[src/rtl/uvs_pkg.sv]
// ----------------------------------------------------------------------------
// UV sphere generator package
// Shared types, constants and the arctangent table for the rotation cells.
// ----------------------------------------------------------------------------
`default_nettype none

package uvs_pkg;

  // Configuration register indexes
  localparam logic [1:0] CFG_RADIUS  = 2'd0;
  localparam logic [1:0] CFG_SECTORS = 2'd1;
  localparam logic [1:0] CFG_STACKS  = 2'd2;

  localparam int unsigned CNT_W      = 11;
  localparam int unsigned IDX_W      = 21;
  localparam int unsigned DIV_STEPS  = 32;
  localparam int unsigned TEX_STEP   = 16;
  localparam int unsigned VDIV_STEPS = 31;
  localparam int unsigned VTX_W      = 165;
  localparam int unsigned S_TDATA_W  = 24;
  localparam int unsigned M_TDATA_W  = 192;

  // CORDIC start value (limit gain) in Q2.30
  localparam logic signed [33:0] GAIN_Q30 = 34'sd652032874;

  // Arctangent of 2^-k in 2^-32 turns
  localparam logic [31:0] ATAN_TURNS [24] = '{
    32'h20000000, 32'h12E4051E, 32'h09FB385B, 32'h051111D4, 32'h028B0D43,
    32'h0145D7E1, 32'h00A2F61E, 32'h00517C55, 32'h0028BE53, 32'h00145F2F,
    32'h000A2F98, 32'h000517CC, 32'h00028BE6, 32'h000145F3, 32'h0000A2FA,
    32'h0000517D, 32'h000028BE, 32'h0000145F, 32'h00000A30, 32'h00000518,
    32'h0000028C, 32'h00000146, 32'h000000A3, 32'h00000051
  };

  // Request bookkeeping carried alongside every pipeline stage
  typedef struct packed {
    logic             valid;
    logic             func;
    logic             tri_ok;
    logic             tri_a;
    logic             tri_b;
    logic [IDX_W-1:0] vidx;
  } uvs_ctl_t;

  // Long division state for the sector and stack phases
  typedef struct packed {
    uvs_ctl_t         ctl;
    logic [32:0]      qs;
    logic [CNT_W-1:0] rs;
    logic [31:0]      qt;
    logic [CNT_W-1:0] rt;
    logic [16:0]      tu;
    logic [16:0]      tv;
  } uvs_div_t;

  // Rotation state for both angles
  typedef struct packed {
    uvs_ctl_t           ctl;
    logic signed [33:0] xs;
    logic signed [33:0] ys;
    logic signed [33:0] zs;
    logic signed [33:0] xt;
    logic signed [33:0] yt;
    logic signed [33:0] zt;
    logic               flip_s;
    logic               flip_t;
    logic [16:0]        tu;
    logic [16:0]        tv;
  } uvs_rot_t;

  // Round-to-nearest decision: remainder plus half the divisor reaches it
  function automatic logic round_up(input logic [CNT_W-1:0] rem, input logic [CNT_W-1:0] div);
    logic [CNT_W:0] sum;
    sum = {1'b0, rem} + {2'b0, div[CNT_W-1:1]};
    return sum >= {1'b0, div};
  endfunction

endpackage

`default_nettype wire

[src/rtl/uvs_div_cell.sv]
// ----------------------------------------------------------------------------
// Division cell
// One restoring step of the sector and stack phase divisions.
// ----------------------------------------------------------------------------
`default_nettype none

module uvs_div_cell
  import uvs_pkg::*;
#(
  parameter int unsigned STEP = 1
) (
  input  wire logic             clk_i,
  input  wire logic             rst_ni,
  input  wire logic             en_i,
  input  wire logic [CNT_W-1:0] ns_i,
  input  wire logic [CNT_W-1:0] nt_i,
  input  wire uvs_div_t         d_i,
  output      uvs_div_t         q_o
);

  uvs_div_t       cell_d, cell_q;
  logic [CNT_W:0] r2s, r2t;
  logic           ges, get;
  logic [CNT_W:0] rns, rnt;

  always_comb begin
    cell_d = d_i;
    r2s    = {d_i.rs, 1'b0};
    ges    = r2s >= {1'b0, ns_i};
    rns    = ges ? r2s - {1'b0, ns_i} : r2s;
    cell_d.rs = rns[CNT_W-1:0];
    cell_d.qs = {d_i.qs[31:0], ges};
    r2t    = {d_i.rt, 1'b0};
    get    = r2t >= {1'b0, nt_i};
    rnt    = get ? r2t - {1'b0, nt_i} : r2t;
    // The stack phase needs one step fewer than the sector phase.
    if (STEP <= VDIV_STEPS) begin
      cell_d.rt = rnt[CNT_W-1:0];
      cell_d.qt = {d_i.qt[30:0], get};
    end
    if (STEP == TEX_STEP) begin
      cell_d.tu = cell_d.qs[16:0] + 17'(round_up(cell_d.rs, ns_i));
      cell_d.tv = cell_d.qt[16:0] + 17'(round_up(cell_d.rt, nt_i));
    end
  end

  always_ff @(posedge clk_i or negedge rst_ni) begin
    if (!rst_ni) begin
      cell_q <= '0;
    end else if (en_i) begin
      cell_q <= cell_d;
    end
  end

  assign q_o = cell_q;

endmodule

`default_nettype wire

[config.mk]
export PLATFORM = sky130hd
export DESIGN_NAME = uvs_div_cell
export DESIGN_NICKNAME = d
export VERILOG_FILES = /design/src/rtl/uvs_pkg.sv /design/src/rtl/uvs_div_cell.sv
export SDC_FILE = /design/constraint.sdc
export NUM_CORES = 1
export LEC_CHECK = 0
export BUFFER_PORTS_ARGS = -buffer_cell sky130_fd_sc_hd__clkbuf_2
export CORE_AREA = 2 2 124 126
export CTS_BUF_LIST = sky130_fd_sc_hd__clkbuf_4 sky130_fd_sc_hd__clkbuf_8
export CTS_CLUSTER_DIAMETER = 150
export DETAILED_ROUTE_END_ITERATION = 7
export DIE_AREA = 0 0 126 128
export HOLD_SLACK_MARGIN = 0.12
export PLACE_DENSITY = 0.89
export REMOVE_ABC_BUFFERS = 1
export SETUP_SLACK_MARGIN = 0.1
export SLEW_MARGIN = 20
export SYNTH_ARGS = -nofsm -noshare
export SYNTH_HDL_FRONTEND = slang
export SYNTH_SLANG_ARGS = --single-unit
[constraint.sdc]
create_clock -name clk_i -period 1 [get_ports clk_i]
set_clock_uncertainty 0.1 [all_clocks]
set_input_delay 0.1 -clock clk_i [delete_from_list [all_inputs] [get_ports clk_i]]
set_output_delay 0.1 -clock clk_i [all_outputs]
set_load 0.05 [all_outputs]
==> flow_metrics.py <==
metrics = {
    "outcome": {
        "status": "complete, but fails checks",
        "violations": "hold timing, setup timing",
    },
    "timing": {
        "setup_ws_ns": -0.9601,
        "setup_viol": 207,
        "hold_viol": 8,
        "max_slew.worst_pin.slew_ns": 0.3575,
        "rsz0062_at_grt": "yes",
        "period_share_pct": 196.0,
        "max-slew-margin-rel_pct": 75.96,
        "drv_slew": 0,
        "min_period_ns": 1.960,
        "fmax_mhz": 510.2,
        "timing.hold.ws_ns": -0.02012,
    },
    "floorplan": {
        "die_x_um": 126,
        "core_area_mm2": 0.01486,
        "num_rows": 45,
        "io_pins": 319,
        "die_area_mm2": 0.01613,
        "die_y_um": 128,
        "start_util_pct": 44.06,
    },
    "synthesis": {
        "synthCells": 498,
        "synth_seq_area_share_pct": 56.17,
        "synth-edff-count": 0,
        "synth.top_cells.by_area": "dfrtp_1, mux2_2, ha_1, mux2i_1, a21oi_1",
        "synth_top_area_share_pct": 56.17,
        "ys.flop_type": "dfrtp_1",
        "ys_ff_latch": 147,
        "yosys.area.top_type": "dfrtp_1",
        "syn_area_per_cell_um2": 13.15,
        "yosysUniqueCellTypes": 36,
        "async_flop_share_pct": 100.0,
        "yosys_warnings": 0,
        "syn_area_mm2": 0.006549,
    },
    "detailed_routing": {
        "ant_nets": 0,
        "vias_per_cell": 5.709,
        "routed_wl_um": 34990,
        "drcViolationCount": 0,
        "avgRoutedWirePerCell_um": 26.84,
        "vias": 7444,
        "drt_iter0_markers": 617,
        "first_pass_iters": 5,
    },
    "critical_path": {
        "rr_worst_depth": 3,
        "critPathCaptureType": "flop",
        "worst_ep_required_time_ns": 1.23,
        "rr_startpoint": "q_o[83]$_DFFE_PN0P_",
        "cp-start-kind": "input port",
        "critPathArrivalTime_ns": 2.19,
        "r2r-end": "q_o[83]$_DFFE_PN0P_",
        "critPathMaxFanout": 11,
        "path_class": "input port to flop",
        "reg2reg_slack_ns": -0.16,
    },
    "power": {
        "clkPwrFrac_pct": 23.0,
        "p_per_area_mw_per_mm2": 1593,
        "p_seq_share_pct": 34.6,
        "ir_worst_vdd_uv": 1354,
        "intPower_w": 0.01305,
        "p_comb_share_pct": 42.4,
        "p_switching_w": 0.008516,
        "p_leak_nw": 6.613,
        "sw_frac_of_total_pct": 39.48,
        "p_total_w": 0.02157,
    },
    "clock_network": {
        "clk_path_buf_depth": 2,
        "numClockSinks": 147,
        "cts_buffers": 17,
        "htree_levels": 4,
        "clk_pin_slew_ns": 0.09,
        "cts_tree": "done",
        "cts_root_buffer": "clkbuf_8",
        "insertion_delay_ns": 0.47,
    },
    "global_route": {
        "grt_max_degree": 31,
        "grt_pass1_wl_um": 43950,
        "grt_overflow": 0,
        "antenna_found_initial": 2,
        "grt_pass1_vias": 7877,
        "grt_usage_pct": 36.04,
    },
    "placement": {
        "placed_cells": 1067,
        "port_buffers": 316,
        "place.gp.congestion": 0.8676,
        "post_dp_cell_area_mm2": 0.008990,
        "hpwl_um": 13610,
    },
    "run": {
        "drv_cap": 0,
    },
    "final_layout": {
        "instances_no_fill": 1304,
        "final_cell_area_mm2": 0.01354,
        "finalNetCount": 1297,
        "fin_util_pct": 91.09,
        "drive_above_1_share_pct": 60.77,
        "syn2layout_area_growth_pct": 106.7,
        "largest_reg_flops": 147,
    },
    "worst_hold_path": {
        "hold_end": "q_o[122]$_DFFE_PN0P_",
        "hold_depth": 2,
        "hold_class": "input port to flop",
        "min_from": "en_i",
    },
}
-- Yosys cell counts (2+ instances only) --
master / number
dfrtp_1: 147
mux2_2: 127
a21oi_1: 31
inv_1: 26
nor2_1: 26
ha_1: 22
clkbuf_1: 18
mux2i_1: 16
o21ai_0: 16
nand2_1: 10
xnor2_1: 10
a21o_1: 6
o21a_1: 6
xor2_1: 6
nand3_1: 3
nor2b_1: 3
nor3_1: 3
fa_1: 2
nand2b_1: 2
o21ai_1: 2
-- power by group through the flow --
stage          registers (W)  logic (W)  clock network [W]
2_1_floorplan        0.00946    0.00128                  0
3_3_place_gp         0.00707    0.00553                  0
3_5_place_dp         0.00711    0.00564                  0
4_1_cts              0.00710    0.00744            0.00471
5_1_grt              0.00750    0.00938            0.00525
6_report             0.00746    0.00914            0.00497
-- timing repair --
action                                  CTS  global route
gates cloned                              1             0
endpoints found under the hold margin   292            42
gates resized for setup                 336           310
endpoints found under the setup margin  172           251
pin swaps                                24            33
hold buffers                            141             1
setup buffers                            22            42
-- kinds of logic after synthesis --
logic type      synth area share (%)
flops                          56.17
xor+xnor                       2.140
simple gates                   3.229
buf+inv                        2.770
fa+ha+maj                      4.815
mux                            24.46
compound gates                 6.420
-- worst max-delay path: stages --
cell     delay (ns)
buf_4          0.15
fa_2           0.40
o21ai_4        0.18
nand2_1        0.09
a31oi_2        0.21
o21ai_2        0.11
a211o_1        0.36
buf_6          0.19
mux2i_2        0.27
a21oi_2        0.12
-- worst max-delay path by stage --
stage / end / startpoint / cells past startpoint
final: q_o[37]$_DFFE_PN0P_ / d_i[34] / 10
after global routing: q_o[37]$_DFFE_PN0P_ / nt_i[1] / 11
after CTS: q_o[36]$_DFFE_PN0P_ / nt_i[1] / 10
after detailed placement: q_o[36]$_DFFE_PN0P_ / nt_i[1] / 11
after global placement: q_o[36]$_DFFE_PN0P_ / nt_i[0] / 10
after floorplan: q_o[36]$_DFFE_PN0P_ / nt_i[0] / 9
-- per-stage QoR --
stage	setup WS, ns	setup TNS, ns
global placement	-1.269	-35.32
global route	-0.9763	-61.96
detailed placement	-1.418	-37.92
floorplan	-1.349	-34.15
CTS	-0.7214	-49.31
finish	-0.9601	-56.20
-- per-layer routing --
| layer | vias to the layer above | wire (µm) | global-route usage, % |
|---|---|---|---|
| met4 | 0 | 3015 | 23.85 |
| met1 | 3665 | 11360 | 35.83 |
| li1 | 2947 | - | - |
| met5 | - | 0 | 0 |
| met2 | 588 | 17850 | 65.62 |
| met3 | 244 | 2759 | 10.06 |
-- placed cells by master, fill, tap and decap left out, drive strengths merged --
cell type | netlist | routed
o221ai | 1 | 1
mux2i | 16 | 16
and4 | 1 | 1
o211a | 1 | 1
a211o | 1 | 1
o31ai | 1 | 1
fa | 2 | 2
clkinvlp | 0 | 2
nand3 | 3 | 3
ha | 22 | 22
dlygate4sd3 | 0 | 142
o311a | 1 | 1
o22a | 1 | 1
o21ai | 19 | 19
nand2 | 10 | 10
o21a | 6 | 6
xnor2 | 10 | 10
bufinv | 0 | 1
a21o | 6 | 6
o31a | 1 | 1
nor2b | 3 | 3
nor2 | 26 | 26
inv | 26 | 33
nor3 | 3 | 3
or2 | 1 | 1
xor2 | 6 | 6
buf | 3 | 310
dfrtp | 147 | 147
a21oi | 31 | 31
diode | 0 | 2
clkinv | 0 | 5
a31oi | 1 | 1
o21bai | 1 | 1
mux2 | 128 | 128
clkbuf | 18 | 170
nand2b | 2 | 2
-- layout make-up --
class	count	area (µm²)
tap	188	235.2
sequential	147	3679
timing repair buffer	605	5879
multi-input combinational	304	3232
antenna	2	5.005
inverter	26	110.1
fill	498	1325
clock buffer	17	234.0
clock inverter	15	165.2
Power figures use the tool's default switching activity.
