===== src/rtl/uvs_pkg.sv =====
// ----------------------------------------------------------------------------
// UV sphere generator package
// Shared types, constants and the arctangent table for the rotation cells.
// ----------------------------------------------------------------------------
`default_nettype none

package uvs_pkg;

  // Configuration register indexes
  localparam logic [1:0] CFG_RADIUS  = 2'd0;
  localparam logic [1:0] CFG_SECTORS = 2'd1;
  localparam logic [1:0] CFG_STACKS  = 2'd2;

  localparam int unsigned CNT_W      = 11;
  localparam int unsigned IDX_W      = 21;
  localparam int unsigned DIV_STEPS  = 32;
  localparam int unsigned TEX_STEP   = 16;
  localparam int unsigned VDIV_STEPS = 31;
  localparam int unsigned VTX_W      = 165;
  localparam int unsigned S_TDATA_W  = 24;
  localparam int unsigned M_TDATA_W  = 192;

  // CORDIC start value (limit gain) in Q2.30
  localparam logic signed [33:0] GAIN_Q30 = 34'sd652032874;

  // Arctangent of 2^-k in 2^-32 turns
  localparam logic [31:0] ATAN_TURNS [24] = '{
    32'h20000000, 32'h12E4051E, 32'h09FB385B, 32'h051111D4, 32'h028B0D43,
    32'h0145D7E1, 32'h00A2F61E, 32'h00517C55, 32'h0028BE53, 32'h00145F2F,
    32'h000A2F98, 32'h000517CC, 32'h00028BE6, 32'h000145F3, 32'h0000A2FA,
    32'h0000517D, 32'h000028BE, 32'h0000145F, 32'h00000A30, 32'h00000518,
    32'h0000028C, 32'h00000146, 32'h000000A3, 32'h00000051
  };

  // Request bookkeeping carried alongside every pipeline stage
  typedef struct packed {
    logic             valid;
    logic             func;
    logic             tri_ok;
    logic             tri_a;
    logic             tri_b;
    logic [IDX_W-1:0] vidx;
  } uvs_ctl_t;

  // Long division state for the sector and stack phases
  typedef struct packed {
    uvs_ctl_t         ctl;
    logic [32:0]      qs;
    logic [CNT_W-1:0] rs;
    logic [31:0]      qt;
    logic [CNT_W-1:0] rt;
    logic [16:0]      tu;
    logic [16:0]      tv;
  } uvs_div_t;

  // Rotation state for both angles
  typedef struct packed {
    uvs_ctl_t           ctl;
    logic signed [33:0] xs;
    logic signed [33:0] ys;
    logic signed [33:0] zs;
    logic signed [33:0] xt;
    logic signed [33:0] yt;
    logic signed [33:0] zt;
    logic               flip_s;
    logic               flip_t;
    logic [16:0]        tu;
    logic [16:0]        tv;
  } uvs_rot_t;

  // Round-to-nearest decision: remainder plus half the divisor reaches it
  function automatic logic round_up(input logic [CNT_W-1:0] rem, input logic [CNT_W-1:0] div);
    logic [CNT_W:0] sum;
    sum = {1'b0, rem} + {2'b0, div[CNT_W-1:1]};
    return sum >= {1'b0, div};
  endfunction

endpackage

`default_nettype wire


===== src/rtl/uvs_serializer.sv =====
// ----------------------------------------------------------------------------
// Result serialiser
// Holds one finished request and issues its vertex or triangle corners.
// ----------------------------------------------------------------------------
`default_nettype none

module uvs_serializer
  import uvs_pkg::*;
(
  input  wire logic                 clk_i,
  input  wire logic                 rst_ni,
  input  wire logic [CNT_W-1:0]     ns_i,
  input  wire uvs_ctl_t             ctl_i,
  input  wire logic [VTX_W-1:0]     vtx_i,
  output      logic                 load_o,
  output      logic                 m_axis_tvalid_o,
  input  wire logic                 m_axis_tready_i,
  output      logic [M_TDATA_W-1:0] m_axis_tdata_o,
  output      logic                 m_axis_tlast_o
);

  logic [VTX_W-1:0] vtx_q;
  logic [IDX_W-1:0] k1_q;
  logic             func_q, a_q;
  logic [2:0]       n_q, n_d, ptr_q, ptr_d, pos;
  logic [IDX_W-1:0] k2, tri_idx, vidx;
  logic             last, take, done;

  assign last = ptr_q == n_q - 3'd1;
  assign m_axis_tvalid_o = ptr_q < n_q;
  assign take = m_axis_tvalid_o && m_axis_tready_i;
  assign done = !m_axis_tvalid_o || (take && last);
  assign load_o = done;

  always_comb begin
    n_d   = n_q;
    ptr_d = ptr_q;
    if (done) begin
      ptr_d = '0;
      n_d   = '0;
      if (ctl_i.valid) begin
        if (!ctl_i.func) begin
          n_d = 3'd1;
        end else if (ctl_i.tri_ok) begin
          n_d = (ctl_i.tri_a ? 3'd3 : 3'd0) + (ctl_i.tri_b ? 3'd3 : 3'd0);
        end
      end
    end else if (take) begin
      ptr_d = ptr_q + 3'd1;
    end
  end

  always_ff @(posedge clk_i or negedge rst_ni) begin
    if (!rst_ni) begin
      n_q   <= '0;
      ptr_q <= '0;
    end else begin
      n_q   <= n_d;
      ptr_q <= ptr_d;
    end
  end

  always_ff @(posedge clk_i) begin
    if (done) begin
      vtx_q  <= vtx_i;
      k1_q   <= ctl_i.vidx;
      func_q <= ctl_i.func;
      a_q    <= ctl_i.tri_a;
    end
  end

  // Without the upper triangle the list starts at the lower one.
  always_comb begin
    k2  = k1_q + IDX_W'({1'b0, ns_i}) + IDX_W'(1);
    pos = ptr_q + (a_q ? 3'd0 : 3'd3);
    case (pos)
      3'd0:    tri_idx = k1_q;
      3'd1:    tri_idx = k2;
      3'd2:    tri_idx = k1_q + IDX_W'(1);
      3'd3:    tri_idx = k1_q + IDX_W'(1);
      3'd4:    tri_idx = k2;
      3'd5:    tri_idx = k2 + IDX_W'(1);
      default: tri_idx = k1_q;
    endcase
    vidx = func_q ? tri_idx : k1_q;
  end

  assign m_axis_tdata_o = {6'b0, vidx, (func_q ? {VTX_W{1'b0}} : vtx_q)};
  assign m_axis_tlast_o = last;

endmodule

`default_nettype wire


===== config.mk =====
export PLATFORM = sky130hd
export DESIGN_NAME = uvs_serializer
export DESIGN_NICKNAME = d
export VERILOG_FILES = /design/src/rtl/uvs_pkg.sv /design/src/rtl/uvs_serializer.sv
export SDC_FILE = /design/constraint.sdc
export NUM_CORES = 1
export LEC_CHECK = 0
export ABC_AREA = 1
export BUFFER_PORTS_ARGS = -buffer_cell sky130_fd_sc_hd__buf_4
export CAP_MARGIN = 10
export CELL_PAD_IN_SITES_DETAIL_PLACEMENT = 1
export CELL_PAD_IN_SITES_GLOBAL_PLACEMENT = 2
export CORE_ASPECT_RATIO = 0.7
export CORE_MARGIN = 3
export CORE_UTILIZATION = 30
export DETAILED_ROUTE_END_ITERATION = 8
export PLACE_DENSITY_LB_ADDON = 0.1
export SLEW_MARGIN = 0
export SYNTH_ARGS = -nofsm -noshare
export SYNTH_HDL_FRONTEND = slang
export SYNTH_SLANG_ARGS = --single-unit

===== constraint.sdc =====
create_clock -name clk_i -period 13.11 [get_ports clk_i]
set_input_delay 1.311 -clock clk_i [delete_from_list [all_inputs] [get_ports clk_i]]
set_output_delay 1.311 -clock clk_i [all_outputs]
set_load 0.05 [all_outputs]

==> flow_metrics.env <==
export IMPL_status="finished clean"
export IMPL_async_reset_ff_frac=0.0309
export IMPL_num_vias=8639
export IMPL_track_usage=0.201
export IMPL_ys_seq_elements=194
export IMPL_grt_max_degree=94
export IMPL_critPathKind="reg2out"
export IMPL_clock_sinks=194
export IMPL_worstPathRequired_ns=11.80
export IMPL_die_area_sq_um=36200
export IMPL_area_delta_synth_final_pct=38.9
export IMPL_rsz0062_at_grt="false"
export IMPL_dp_final_hpwl_um=28800
export IMPL_core_sq_um=32900
export IMPL_synth_ff_type="edfxtp_1"
export IMPL_antenna_found_initial=1
export IMPL_synth_cell_types=50
export IMPL_crit_arrival_ns=4.36
export IMPL_final_antenna_net_count=0
export IMPL_nets=1738
export IMPL_crit_chain="inv_1 -> ha_1 -> inv_1 -> fa_1 -> nand2_1 -> inv_2 -> nand2_8 -> o21ai_2 -> inv_1 -> a21oi_2 -> inv_1 -> a22o_1 -> buf_4"
export IMPL_drc=0
export IMPL_pin_count=400
export IMPL_stdcell_area_sq_um=14100
export IMPL_synth_area_sq_um=10200
export IMPL_period_needed_ns=5.68
export IMPL_htreeDepth=4
export IMPL_ys_seq_area_frac=0.569
export IMPL_ff2ff_path_depth=8
export IMPL_drive_gt1_frac=0.329
export IMPL_grt_ovfl_total=0
export IMPL_port_buffers=393
export IMPL_worst_pin_slew_ns=1.07
export IMPL_syn_instance_count=1125
export IMPL_grt_most_used_layer="met2"
export IMPL_vias_per_cell=4.43
export IMPL_yosys_warnings=0
export IMPL_critPathCapture="m_axis_tdata_o[168]"
export IMPL_crit_fanout=24
export IMPL_fin_skew_ns=0.0158
export IMPL_setup_tns_ns=0
export IMPL_path_clk_slew_ns=0.08
export IMPL_antennaDiodeCount=0
export IMPL_numCtsBuffers=17
export IMPL_min_period_over_period=0.433
export IMPL_holdBufCountCts=0
export IMPL_cp_end_kind="primary output"
export IMPL_max_clock_freq_ghz=0.176
export IMPL_slew_headroom=0.289
export IMPL_synth_edf_count=188
export IMPL_hp_class="reg2reg"
export IMPL_timing_max_cap_violations=0
export IMPL_grt_pass1_wl_um=54900
export IMPL_timing_rr_start="n_q[0]$_DFFE_PN0N_"
export IMPL_hold_viol=0
export IMPL_cts_repair_resized=0
export IMPL_critPathLaunch="a_q$_DFFE_PN_"
export IMPL_gp_congestion=0.846
export IMPL_drt_initial_drc_count=431
export IMPL_worstSetupStartpointType="flop"
export IMPL_die_w_um=226
export IMPL_met3_usage=0.0700
export IMPL_wl_per_cell_um=18.7
export IMPL_slowest_stage="a21oi_2"
export IMPL_dieHeight_um=160
export IMPL_synth_area_per_cell_sq_um=9.05
export IMPL_grt_use_met1=0.253
export IMPL_r2r_setup_slack_ns=9.62
export IMPL_place_area_sq_um=13500
export IMPL_max_stage_delay_ns=0.72
export IMPL_dr_pass1_iters=4
export IMPL_finalSetupViolations=0
export IMPL_first_global_vias=9058
export IMPL_cts_root_buffer="clkbuf_16"
export IMPL_clock_latency_ns=0.45
export IMPL_post_cts_setup_buffer_count=0
export IMPL_rows=55
export IMPL_grt_met2_usage=0.337
export IMPL_cts_max_path_buffers=2
export IMPL_r2r_end="vtx_q[48]$_DFFE_PN_"
export IMPL_tritoncts="built"
export IMPL_maxSlewViolCount=0
export IMPL_wl_um=36500
export IMPL_critPathMostFrequentCell="inv_1"
export IMPL_start_util=0.310
-- cell families (layout without fill, tap and decap cells) --
| kind of cell | after synthesis | in the layout | synth area share |
|---|---|---|---|
| simple gates | 542 | 542 | 0.243 |
| buf+inv | 301 | 695 | 0.117 |
| flops | 194 | 194 | 0.569 |
| compound gates | 60 | 60 | 0.0380 |
| fa+ha+maj | 22 | 22 | 0.0285 |
| xor+xnor | 5 | 5 | 0.00430 |
| other cells | 1 | 6 | 0.000368 |
-- cell usage after synthesis (all sizes together) (2+ instances only) --
cell type  instances  area [sq um]
inv              265           995
a32o               2          20.0
nand2            229           971
a21o               2          15.0
a21oi             12          82.6
fa                 2          40.0
clkbuf            22          83.8
nand3b             4          30.0
buf               14           113
and2               3          18.8
nor2             212           866
edfxtp           188          5650
ha                20           250
nor3               5          47.5
nand4             17           143
nand3             71           393
dfrtp              6           150
a22o               3          26.3
o21ai             32           175
xor2               4          35.0
o22ai              2          12.5
-- per-stage QoR --
step / cells / setup WS, ns / hold WS (ns) / utilization
6_report: 1951 / 7.43 / 0.580 / 0.430
4_1_cts: 1951 / 7.36 / 0.587 / 0.430
3_5_place_dp: 1919 / 7.56 / 0.562 / 0.412
5_1_grt: 1951 / 7.07 / 0.619 / 0.430
3_3_place_gp: 1919 / 7.58 / 0.547 / 0.412
2_1_floorplan: 1130 / 4.74 / 0.522 / -
-- layer usage --
metal | routed length (um) | vias to the layer above | part of all wire
met1 | 15600 | 4116 | 0.43
met2 | 17800 | 232 | 0.49
met4 | 320 | 2 | 0.0088
li1 | - | 4271 | -
met5 | 13 | - | 0.00036
met3 | 2790 | 18 | 0.076
-- final cells by class --
cell class | count | area [sq um]
Fill cell | 3858 | 18700
Sequential cell | 194 | 5800
Inverter | 265 | 995
Clock inverter | 15 | 181
Tap cell | 427 | 534
Clock buffer | 17 | 425
Multi-Input combinational cell | 635 | 3230
Timing Repair Buffer | 398 | 2990
-- sequential cells by signal (all words and copies together), names as in the netlist --
name,flops
a_q,1
vtx_q,165
func_q,1
n_q,3
k1_q,21
ptr_q,3
-- worst max-delay path: cells and delay by family (launching register included) --
| family | cells | cell delay (ns) |
|---|---|---|
| compound gates | 3 | 1.42 |
| fa+ha+maj | 2 | 0.68 |
| buf+inv | 6 | 1.11 |
| flops | 1 | 0.43 |
| simple gates | 2 | 0.27 |
-- worst min-delay path by stage --
stage                  startpoint                  to  slack [ns]  cells after the start
2_1_floorplan  n_q[1]$_DFFE_PN0N_  n_q[1]$_DFFE_PN0N_        0.52                      2
3_3_place_gp   n_q[1]$_DFFE_PN0N_  n_q[1]$_DFFE_PN0N_        0.55                      2
3_5_place_dp   n_q[1]$_DFFE_PN0N_  n_q[1]$_DFFE_PN0N_        0.56                      2
4_1_cts        n_q[1]$_DFFE_PN0N_  n_q[1]$_DFFE_PN0N_        0.59                      2
5_1_grt        n_q[1]$_DFFE_PN0N_  n_q[1]$_DFFE_PN0N_        0.62                      2
6_report       n_q[1]$_DFFE_PN0N_  n_q[1]$_DFFE_PN0N_        0.58                      2
-- cell usage in the layout (no fill, tap or decap), types with 3 or more instances in the layout --
cell type,count
nand4_1,14
nor2_2,7
inv_8,5
nand2_1,197
nor2_4,7
nor2_1,198
nand3_2,5
dfrtp_1,6
clkbuf_16,17
inv_2,7
o21ai_2,4
nor3_1,3
o21ai_0,18
buf_4,398
o21ai_1,10
xor2_1,4
nand3_1,65
a21oi_2,3
edfxtp_1,188
nand3b_1,4
a22o_1,3
conb_1,6
nand2_4,5
inv_1,258
nand2_2,26
and2_1,3
a21oi_1,8
ha_1,20
clkinv_8,4
Power is left out: the tool's default activity adds up to more than one toggle a clock period on the data nets, which glitch-free logic cannot reach.
